==> config.mk <==
export PLATFORM = sky130hd
export DESIGN_NAME = largest_gap_steering_core
export DESIGN_NICKNAME = d
export VERILOG_FILES = /design/src/rtl/core/lgs_pkg.sv /design/src/rtl/core/largest_gap_steering_core.sv
export SDC_FILE = /design/constraint.sdc
export NUM_CORES = 1
export LEC_CHECK = 0
export ABC_AREA = 1
export BUFFER_PORTS_ARGS = -buffer_cell sky130_fd_sc_hd__buf_2
export CAP_MARGIN = 20
export CORE_MARGIN = 2
export CORE_UTILIZATION = 25
export DETAILED_ROUTE_END_ITERATION = 8
export GPL_TIMING_DRIVEN = 0
export PLACE_DENSITY_LB_ADDON = 0.2
export SYNTH_ARGS = -nofsm -noshare
export SYNTH_HDL_FRONTEND = slang
export SYNTH_SLANG_ARGS = --single-unit
export TNS_END_PERCENT = 30
==> constraint.sdc <==
create_clock -name clk -period 13 [get_ports clk]
set_clock_uncertainty 0.2 [all_clocks]
set_input_delay 1.3 -clock clk [delete_from_list [all_inputs] [get_ports clk]]
set_output_delay 1.3 -clock clk [all_outputs]
set_load 0.005 [all_outputs]
==> src/rtl/core/lgs_pkg.sv <==
`timescale 1ns / 1ps
// ----------------------------------------------------------------------------
// lgs_pkg: shared types and constants for the largest gap steering core
// Register indexes, sequencer states, field widths and reset defaults.
// ----------------------------------------------------------------------------
package lgs_pkg;

	localparam int MAX_SAMPLES = 2048;
	localparam int IDX_W       = 11;
	localparam int LEN_W       = 12;
	localparam int CENTRE_W    = 15;
	localparam int CFG_IDX_W   = 3;
	localparam int CFG_DATA_W  = 16;
	localparam int IN_DATA_W   = 16;
	localparam int OUT_DATA_W  = 56;

	localparam logic [IDX_W-1:0] IDX_CAP =
		(MAX_SAMPLES > 2048) ? IDX_W'(2047) : IDX_W'(MAX_SAMPLES - 1);
	localparam logic [LEN_W-1:0] LEN_MAX = '1;

	localparam logic [15:0] NEAR_RST  = 16'd500;
	localparam logic [15:0] FAR_RST   = 16'd1500;
	localparam logic [11:0] MINGAP_RST = 12'd120;
	localparam logic [9:0]  STEP_RST  = 10'd64;
	localparam logic [14:0] FWD_RST   = 15'd5760;
	localparam logic [15:0] GAIN_RST  = 16'd10486;

	typedef enum logic [CFG_IDX_W-1:0] {
		REG_NEAR_LIMIT = 3'd0,
		REG_FAR_LIMIT  = 3'd1,
		REG_MIN_GAP    = 3'd2,
		REG_ANGLE_STEP = 3'd3,
		REG_FWD_ANGLE  = 3'd4,
		REG_STEER_GAIN = 3'd5
	} cfg_reg_t;

	typedef enum logic [2:0] {
		ST_IDLE,
		ST_MUL_START,
		ST_MUL_LEN,
		ST_CENTRE,
		ST_MUL_STEER,
		ST_RESULT
	} lgs_state_t;

endpackage

==> src/rtl/core/largest_gap_steering_core.sv <==
`timescale 1ns / 1ps
// ----------------------------------------------------------------------------
// largest_gap_steering_core: follow-the-gap steering over a lidar scan
// Classifies range samples, tracks the longest free run and, at the end of a
// scan, computes the gap centre and a saturated steering command.
// ----------------------------------------------------------------------------
// Channel   | Dir | Signals                                 | Beat
// s_axis    | in  | tvalid tready tdata[15:0] tlast         | one range sample
// m_axis    | out | tvalid tready tdata[55:0]               | one scan result
// cfg       | in  | cfg_we cfg_index[2:0] cfg_wdata[15:0]   | one register write
//
// An ordinary sample leaves the sequencer idle, so s_axis_tready stays high.
// A sample with tlast runs the sequencer, which uses one shared 17x17 signed
// multiplier three times (start, length, steering) before the result step.
// The result beat waits in an output register; a stalled m_axis holds the
// sequencer in its final step and keeps s_axis_tready low.
// arst_n clears all scan state and loads register defaults.
// ----------------------------------------------------------------------------
module largest_gap_steering_core (
	input  logic                          clk,
	input  logic                          arst_n,
	input  logic                          cfg_we,
	input  logic [lgs_pkg::CFG_IDX_W-1:0]  cfg_index,
	input  logic [lgs_pkg::CFG_DATA_W-1:0] cfg_wdata,
	input  logic                          s_axis_tvalid,
	output logic                          s_axis_tready,
	input  logic [lgs_pkg::IN_DATA_W-1:0]  s_axis_tdata,  // [15:0] range_mm
	input  logic                          s_axis_tlast,  // last_sample
	output logic                          m_axis_tvalid,
	input  logic                          m_axis_tready,
	// [15:0] steering, [30:16] centre_angle, [41:31] gap_start,
	// [53:42] gap_length, [54] gap_found, [55] zero
	output logic [lgs_pkg::OUT_DATA_W-1:0] m_axis_tdata
);
	import lgs_pkg::*;

	logic [15:0] near_q, far_q, gain_q;
	logic [11:0] min_gap_q;
	logic [9:0]  step_q;
	logic [14:0] fwd_q;

	logic [IDX_W-1:0]    sample_index_q, run_start_q, best_start_q;
	logic [LEN_W-1:0]    run_length_q, best_length_q;
	logic                run_open_q, best_found_q;
	logic [CENTRE_W-1:0] held_centre_q;

	lgs_state_t state_q, state_d;

	logic signed [33:0] prod_q;
	logic [20:0]        acc_q;
	logic signed [16:0] mul_a, mul_b;
	logic               mul_en;
	logic               result_go;

	logic                out_valid_q;
	logic [OUT_DATA_W-1:0] out_data_q;

	// ---------------- configuration ----------------
	always_ff @(posedge clk or negedge arst_n) begin
		if (!arst_n) begin
			near_q    <= NEAR_RST;
			far_q     <= FAR_RST;
			min_gap_q <= MINGAP_RST;
			step_q    <= STEP_RST;
			fwd_q     <= FWD_RST;
			gain_q    <= GAIN_RST;
		end else if (cfg_we) begin
			unique case (cfg_index)
				REG_NEAR_LIMIT: near_q    <= cfg_wdata;
				REG_FAR_LIMIT:  far_q     <= cfg_wdata;
				REG_MIN_GAP:    min_gap_q <= cfg_wdata[11:0];
				REG_ANGLE_STEP: step_q    <= cfg_wdata[9:0];
				REG_FWD_ANGLE:  fwd_q     <= cfg_wdata[14:0];
				REG_STEER_GAIN: gain_q    <= cfg_wdata;
				default: ;
			endcase
		end
	end

	// ---------------- per-sample classification ----------------
	logic              in_beat, obstacle, open_now, close_now, beat_best;
	logic [LEN_W-1:0]  len_base, len_next, bar;
	logic [IDX_W-1:0]  start_next;

	assign s_axis_tready = (state_q == ST_IDLE);
	assign in_beat       = s_axis_tvalid && s_axis_tready;

	always_comb begin
		obstacle   = (sample_index_q == '0) || s_axis_tlast ||
		             ((s_axis_tdata > near_q) && (s_axis_tdata < far_q));
		open_now   = run_open_q || !obstacle;
		len_base   = run_open_q ? run_length_q : '0;
		start_next = run_open_q ? run_start_q : sample_index_q;
		len_next   = (open_now && (len_base < LEN_MAX)) ? len_base + LEN_W'(1) : len_base;
		close_now  = obstacle && run_open_q;
		bar        = best_found_q ? best_length_q : min_gap_q;
		beat_best  = close_now && (len_next > bar);
	end

	// ---------------- sequencer ----------------
	always_comb begin
		state_d = state_q;
		unique case (state_q)
			ST_IDLE:      if (in_beat && s_axis_tlast) state_d = ST_MUL_START;
			ST_MUL_START: state_d = ST_MUL_LEN;
			ST_MUL_LEN:   state_d = ST_CENTRE;
			ST_CENTRE:    state_d = ST_MUL_STEER;
			ST_MUL_STEER: state_d = ST_RESULT;
			ST_RESULT:    if (result_go) state_d = ST_IDLE;
			default:      state_d = ST_IDLE;
		endcase
	end

	always_comb begin
		mul_a     = '0;
		mul_b     = '0;
		mul_en    = 1'b0;
		result_go = 1'b0;
		unique case (state_q)
			ST_MUL_START: begin
				mul_a  = 17'(best_start_q);
				mul_b  = 17'(step_q);
				mul_en = 1'b1;
			end
			ST_MUL_LEN: begin
				mul_a  = 17'(best_length_q);
				mul_b  = 17'(step_q);
				mul_en = 1'b1;
			end
			ST_MUL_STEER: begin
				mul_a  = 17'(gain_q);
				mul_b  = $signed({2'b00, held_centre_q}) - $signed({2'b00, fwd_q});
				mul_en = 1'b1;
			end
			ST_RESULT: result_go = !out_valid_q || m_axis_tready;
			default: ;
		endcase
	end

	always_ff @(posedge clk or negedge arst_n) begin
		if (!arst_n) state_q <= ST_IDLE;
		else         state_q <= state_d;
	end

	// shared multiplier, product registered
	always_ff @(posedge clk) begin
		if (mul_en) prod_q <= mul_a * mul_b;
		if (state_q == ST_MUL_LEN) acc_q <= prod_q[20:0];
	end

	// centre: start*step + floor(length*step/2), saturated
	logic [21:0] centre_sum;
	assign centre_sum = {1'b0, acc_q} + {1'b0, prod_q[21:1]};

	// steering: floor(product / 65536), saturated to 16 bits signed
	logic signed [17:0] steer_full;
	logic        [15:0] steer_sat;
	always_comb begin
		steer_full = prod_q[33:16];
		if (steer_full > 18'sd32767)       steer_sat = 16'h7FFF;
		else if (steer_full < -18'sd32768) steer_sat = 16'h8000;
		else                               steer_sat = steer_full[15:0];
	end

	// ---------------- scan state ----------------
	always_ff @(posedge clk or negedge arst_n) begin
		if (!arst_n) begin
			sample_index_q <= '0;
			run_open_q     <= 1'b0;
			run_start_q    <= '0;
			run_length_q   <= '0;
			best_start_q   <= '0;
			best_length_q  <= '0;
			best_found_q   <= 1'b0;
			held_centre_q  <= '0;
		end else begin
			if (in_beat) begin
				if (close_now) begin
					run_open_q   <= 1'b0;
					run_start_q  <= '0;
					run_length_q <= '0;
				end else begin
					run_open_q   <= open_now;
					run_start_q  <= open_now ? start_next : '0;
					run_length_q <= len_next;
				end
				if (beat_best) begin
					best_start_q  <= start_next;
					best_length_q <= len_next;
					best_found_q  <= 1'b1;
				end
				if (!s_axis_tlast && (sample_index_q < IDX_CAP))
					sample_index_q <= sample_index_q + IDX_W'(1);
			end
			if ((state_q == ST_CENTRE) && best_found_q)
				held_centre_q <= (centre_sum > 22'd32767) ? 15'h7FFF : centre_sum[14:0];
			// drop the scan once its result beat is loaded
			if (result_go) begin
				sample_index_q <= '0;
				run_open_q     <= 1'b0;
				run_start_q    <= '0;
				run_length_q   <= '0;
				best_start_q   <= '0;
				best_length_q  <= '0;
				best_found_q   <= 1'b0;
			end
		end
	end

	// ---------------- output register ----------------
	always_ff @(posedge clk or negedge arst_n) begin
		if (!arst_n)                         out_valid_q <= 1'b0;
		else if (result_go)                  out_valid_q <= 1'b1;
		else if (m_axis_tready)              out_valid_q <= 1'b0;
	end

	always_ff @(posedge clk) begin
		if (result_go)
			out_data_q <= {1'b0,
			               best_found_q,
			               best_found_q ? best_length_q : {LEN_W{1'b0}},
			               best_found_q ? best_start_q : {IDX_W{1'b0}},
			               held_centre_q,
			               steer_sat};
	end

	assign m_axis_tvalid = out_valid_q;
	assign m_axis_tdata  = out_data_q;

	// ---------------- assertions ----------------
	a_run_closed_empty: assert property (@(posedge clk) disable iff (!arst_n)
		!run_open_q |-> (run_length_q == '0) && (run_start_q == '0))
		else $error("closed run holds a length or start");

	a_best_needs_found: assert property (@(posedge clk) disable iff (!arst_n)
		!best_found_q |-> (best_length_q == '0))
		else $error("best length set without a found gap");

	a_last_busy: assert property (@(posedge clk) disable iff (!arst_n)
		(in_beat && s_axis_tlast) |=> !s_axis_tready && !m_axis_tvalid || !s_axis_tready)
		else $error("input accepted during end-of-scan sequence");

	a_scan_cleared: assert property (@(posedge clk) disable iff (!arst_n)
		result_go |=> (sample_index_q == '0) && !best_found_q && m_axis_tvalid)
		else $error("scan state not cleared after result");

endmodule

==> flow_summary.json <==
{
  "status": "completed",
  "clock_path_buffers": 3,
  "crit_required_ns": 13.10,
  "vias": 18800,
  "ys_types": 57,
  "synth-adder-area-share_pct": 28.5,
  "drt-total-wl_um": 74000,
  "fin_crit_ns": 8.33,
  "ir_drop_mv": 0.110,
  "grt_first_pass_wirelength_um": 116000,
  "p_seq_share_pct": 29.1,
  "cts_buffers": 35,
  "die_w_um": 314,
  "relSlewSlack_pct": 38.3,
  "crit_slowest_cell": "fa_1",
  "synthCells": 2781,
  "tightestPinTransition_ns": 0.925,
  "setup_ws_ns": 4.67,
  "synthesis.nets": 3243,
  "end_kind": "register",
  "cts_tree": "yes",
  "drive_gt1_share_pct": 11.5,
  "stdcell_count": 4209,
  "synth_xor_area_share_pct": 1.93,
  "grt_usage_pct": 15.4,
  "cts_root_buf": "clkbuf_16",
  "setup_viol": 0,
  "clock.fmax_mhz": 120,
  "yosysWarningCount": 0,
  "p_sw_share_pct": 47.9,
  "grt_max_degree": 94,
  "hp-class": "reg -> reg",
  "dieArea_um2": 98600,
  "dpl_cell_area_um2": 26200,
  "grt_pass1_vias": 19400,
  "path_buf_inv": 8,
  "place_ws_ns": 4.76,
  "layout.nets": 3380,
  "fp-row-count": 113,
  "synth-simple-area-share_pct": 18.4,
  "path_delay_family": "adder cells",
  "synth_top_family_by_area": "adder cells",
  "drtIter0Drc": 1243,
  "max_stage_delay_ns": 0.56,
  "synth_top_area_share_pct": 17.6,
  "synth.area.mux_share_pct": 0,
  "portBuffers": 97,
  "hold_viol": 0,
  "drc": 0,
  "path_clk_slew_ns": 0.06,
  "ios": 99,
  "p_leak_uw": 0.0134,
  "p_comb_share_pct": 51.6,
  "ys_ff_latch": 273,
  "p_per_area_nw_per_um2": 180,
  "clk_latency_ns": 0.56,
  "min_period_over_period_pct": 64.1,
  "max_cap_viol_count": 0,
  "overflow": 0,
  "rsz0062_at_grt": "no",
  "yosys-top-cells-area": "fa_1 (18%), dfrtp_1 (14%), edfxtp_1 (14%), ha_1 (11%), nand2_1 (8.7%)",
  "yosys.area.top_type": "fa_1",
  "fin_area_um2": 27300,
  "dpl.cell_count": 4146,
  "cts-htree-levels": 2,
  "drtPass1Iterations": 5,
  "arrival_ns": 8.42,
  "finalMaxSlewViolations": 0,
  "syn_to_final_growth_pct": 13.5,
  "dpl.hpwl_um": 60900,
  "post_drt_wl_per_cell_um": 17.6,
  "syn_area_per_cell_um2": 8.64,
  "place_congestion": 0.849,
  "antenna_cells": 0,
  "cts_hold_buf": 0,
  "clkSinkCount": 273,
  "die_h_um": 314,
  "antenna_found_initial": 6,
  "initial_core_util_pct": 25.2,
  "p_int_uw": 2560,
  "critPathKind": "reg -> reg",
  "fp.coreArea_um2": 95200,
  "power.switching_uw": 2350,
  "synth_seq_area_share_pct": 30.9,
  "drtAntennaViolNets": 0,
  "postCtsResizedCells": 0,
  "synth_area_um2": 24000,
  "crit_path_start_kind": "register",
  "synth-compound-area-share_pct": 9.79,
  "viasPerCell": 4.47,
  "cts_setup_buffers": 0,
  "pwr-share-clk_pct": 19.4,
  "cp_max_fo": 10,
  "tns_ns": 0
}
==> logic make-up (layout without fill, tap and decap cells) <==
| group | count (synthesis) | in the layout |
|---|---|---|
| buffers and inverters | 626 | 789 |
| AO/OA/AOI/OAI | 386 | 386 |
| AND/OR/NAND/NOR | 1021 | 1021 |
| other | 1 | 1 |
| XOR/XNOR | 53 | 53 |
| flip-flops | 273 | 273 |
| adder cells (fa/ha/maj) | 421 | 421 |
==> worst reg2reg max path, delay by kind of cell, from the launching register on <==
kind	cells	cell delay [ns]
AOI/OAI and AO/OA	7	1.58
xor gates and xnor gates	1	0.10
and+or+nand+nor	5	0.74
DFF	1	0.38
adders and majority gates	9	4.12
buffers and inverters	8	0.96
==> layout by cell type (no fill, tap or decap), types with 18 or more instances in the layout <==
| master | n |
|---|---|
| dfstp_2 | 30 |
| inv_1 | 521 |
| a21oi_1 | 145 |
| nand3_1 | 87 |
| buf_2 | 115 |
| clkbuf_16 | 35 |
| nor2_1 | 212 |
| nor3_1 | 21 |
| clkbuf_1 | 43 |
| nand2_1 | 555 |
| ha_1 | 210 |
| nand4_1 | 84 |
| fa_1 | 211 |
| o21ai_0 | 132 |
| inv_2 | 18 |
| or2_2 | 20 |
| edfxtp_1 | 110 |
| xor2_1 | 41 |
| dfrtp_1 | 133 |
==> power by group through the flow <==
stage	logic (uW)	registers, uW	clock network [uW]
2_1_floorplan	1780	1340	0
3_3_place_gp	2530	1450	0
3_5_place_dp	2550	1450	0
4_1_cts	2560	1430	993
5_1_grt	2880	1460	1020
6_report	2540	1430	953
==> Yosys cell counts, drive strengths merged <==
cell type / instances
ha: 210
xor2: 41
a211oi: 1
a21oi: 155
a221oi: 7
inv: 542
a22oi: 11
fa: 211
o21ai: 158
nand3: 91
edfxtp: 110
o21bai: 6
clkbuf: 39
conb: 1
nor2: 225
xnor2: 12
dfstp: 30
a21o: 7
a22o: 6
o22ai: 2
buf: 45
o32ai: 11
a21boi: 1
nor3: 26
o31ai: 4
o21a: 4
and2: 3
nand2: 566
nor4: 5
a32o: 1
dfrtp: 133
o211ai: 11
nand4: 84
a31oi: 1
nand3b: 1
or2: 20
==> through the flow <==
| stage | power [uW] | util (%) | hold WS [ns] |
|---|---|---|---|
| global placement | 3980 | 27.4 | 0.201 |
| global route | 5360 | 28.7 | 0.217 |
| floorplan | 3120 | - | 0.200 |
| CTS | 4990 | 28.7 | 0.212 |
| finish | 4920 | 28.7 | 0.214 |
| detailed placement | 3990 | 27.5 | 0.206 |
==> state kept, by name, summed over array words and instances, names as in the netlist, 15 cells and up <==
name,cells
gain_q,16
m_axis_tdata,55
near_q,16
held_centre_q,15
fwd_q,15
far_q,16
acc_q,21
prod_q,34
==> path summary, 6_finish.rpt <==
kind	slack, ns	cells after the start	end	from
min in group asynchronous	0.49	1	near_q[9]	arst_n
worst max register to register	4.67	30	prod_q[25]	held_centre_q[0]
worst min register to register	0.21	0	acc_q[0]	prod_q[0]
max in group asynchronous	11.19	2	held_centre_q[3]	arst_n
worst min-delay path	0.21	0	acc_q[0]	prod_q[0]
worst max-delay path	4.67	30	prod_q[25]	held_centre_q[0]
==> layer usage <==
metal  GRT usage [%]  vias to the layer above  wire (um)
li1                -                     9194          -
met3            1.93                       79       3590
met5               0                        -         28
met2            25.0                      349      33800
met1            21.8                     9172      35000
met4            3.70                        4       1570
==> area by class of cell <==
cell class,instances,area [um^2]
clock buffers,43,946
clock inverters,20,155
plain buffers,84,463
fillers,10300,67900
well taps,1265,1580
inverters,542,2040
multi-input cells,1882,14100
flip-flops and latches,273,7420
repair buffers,100,566
(Power assumes the default switching activity.)
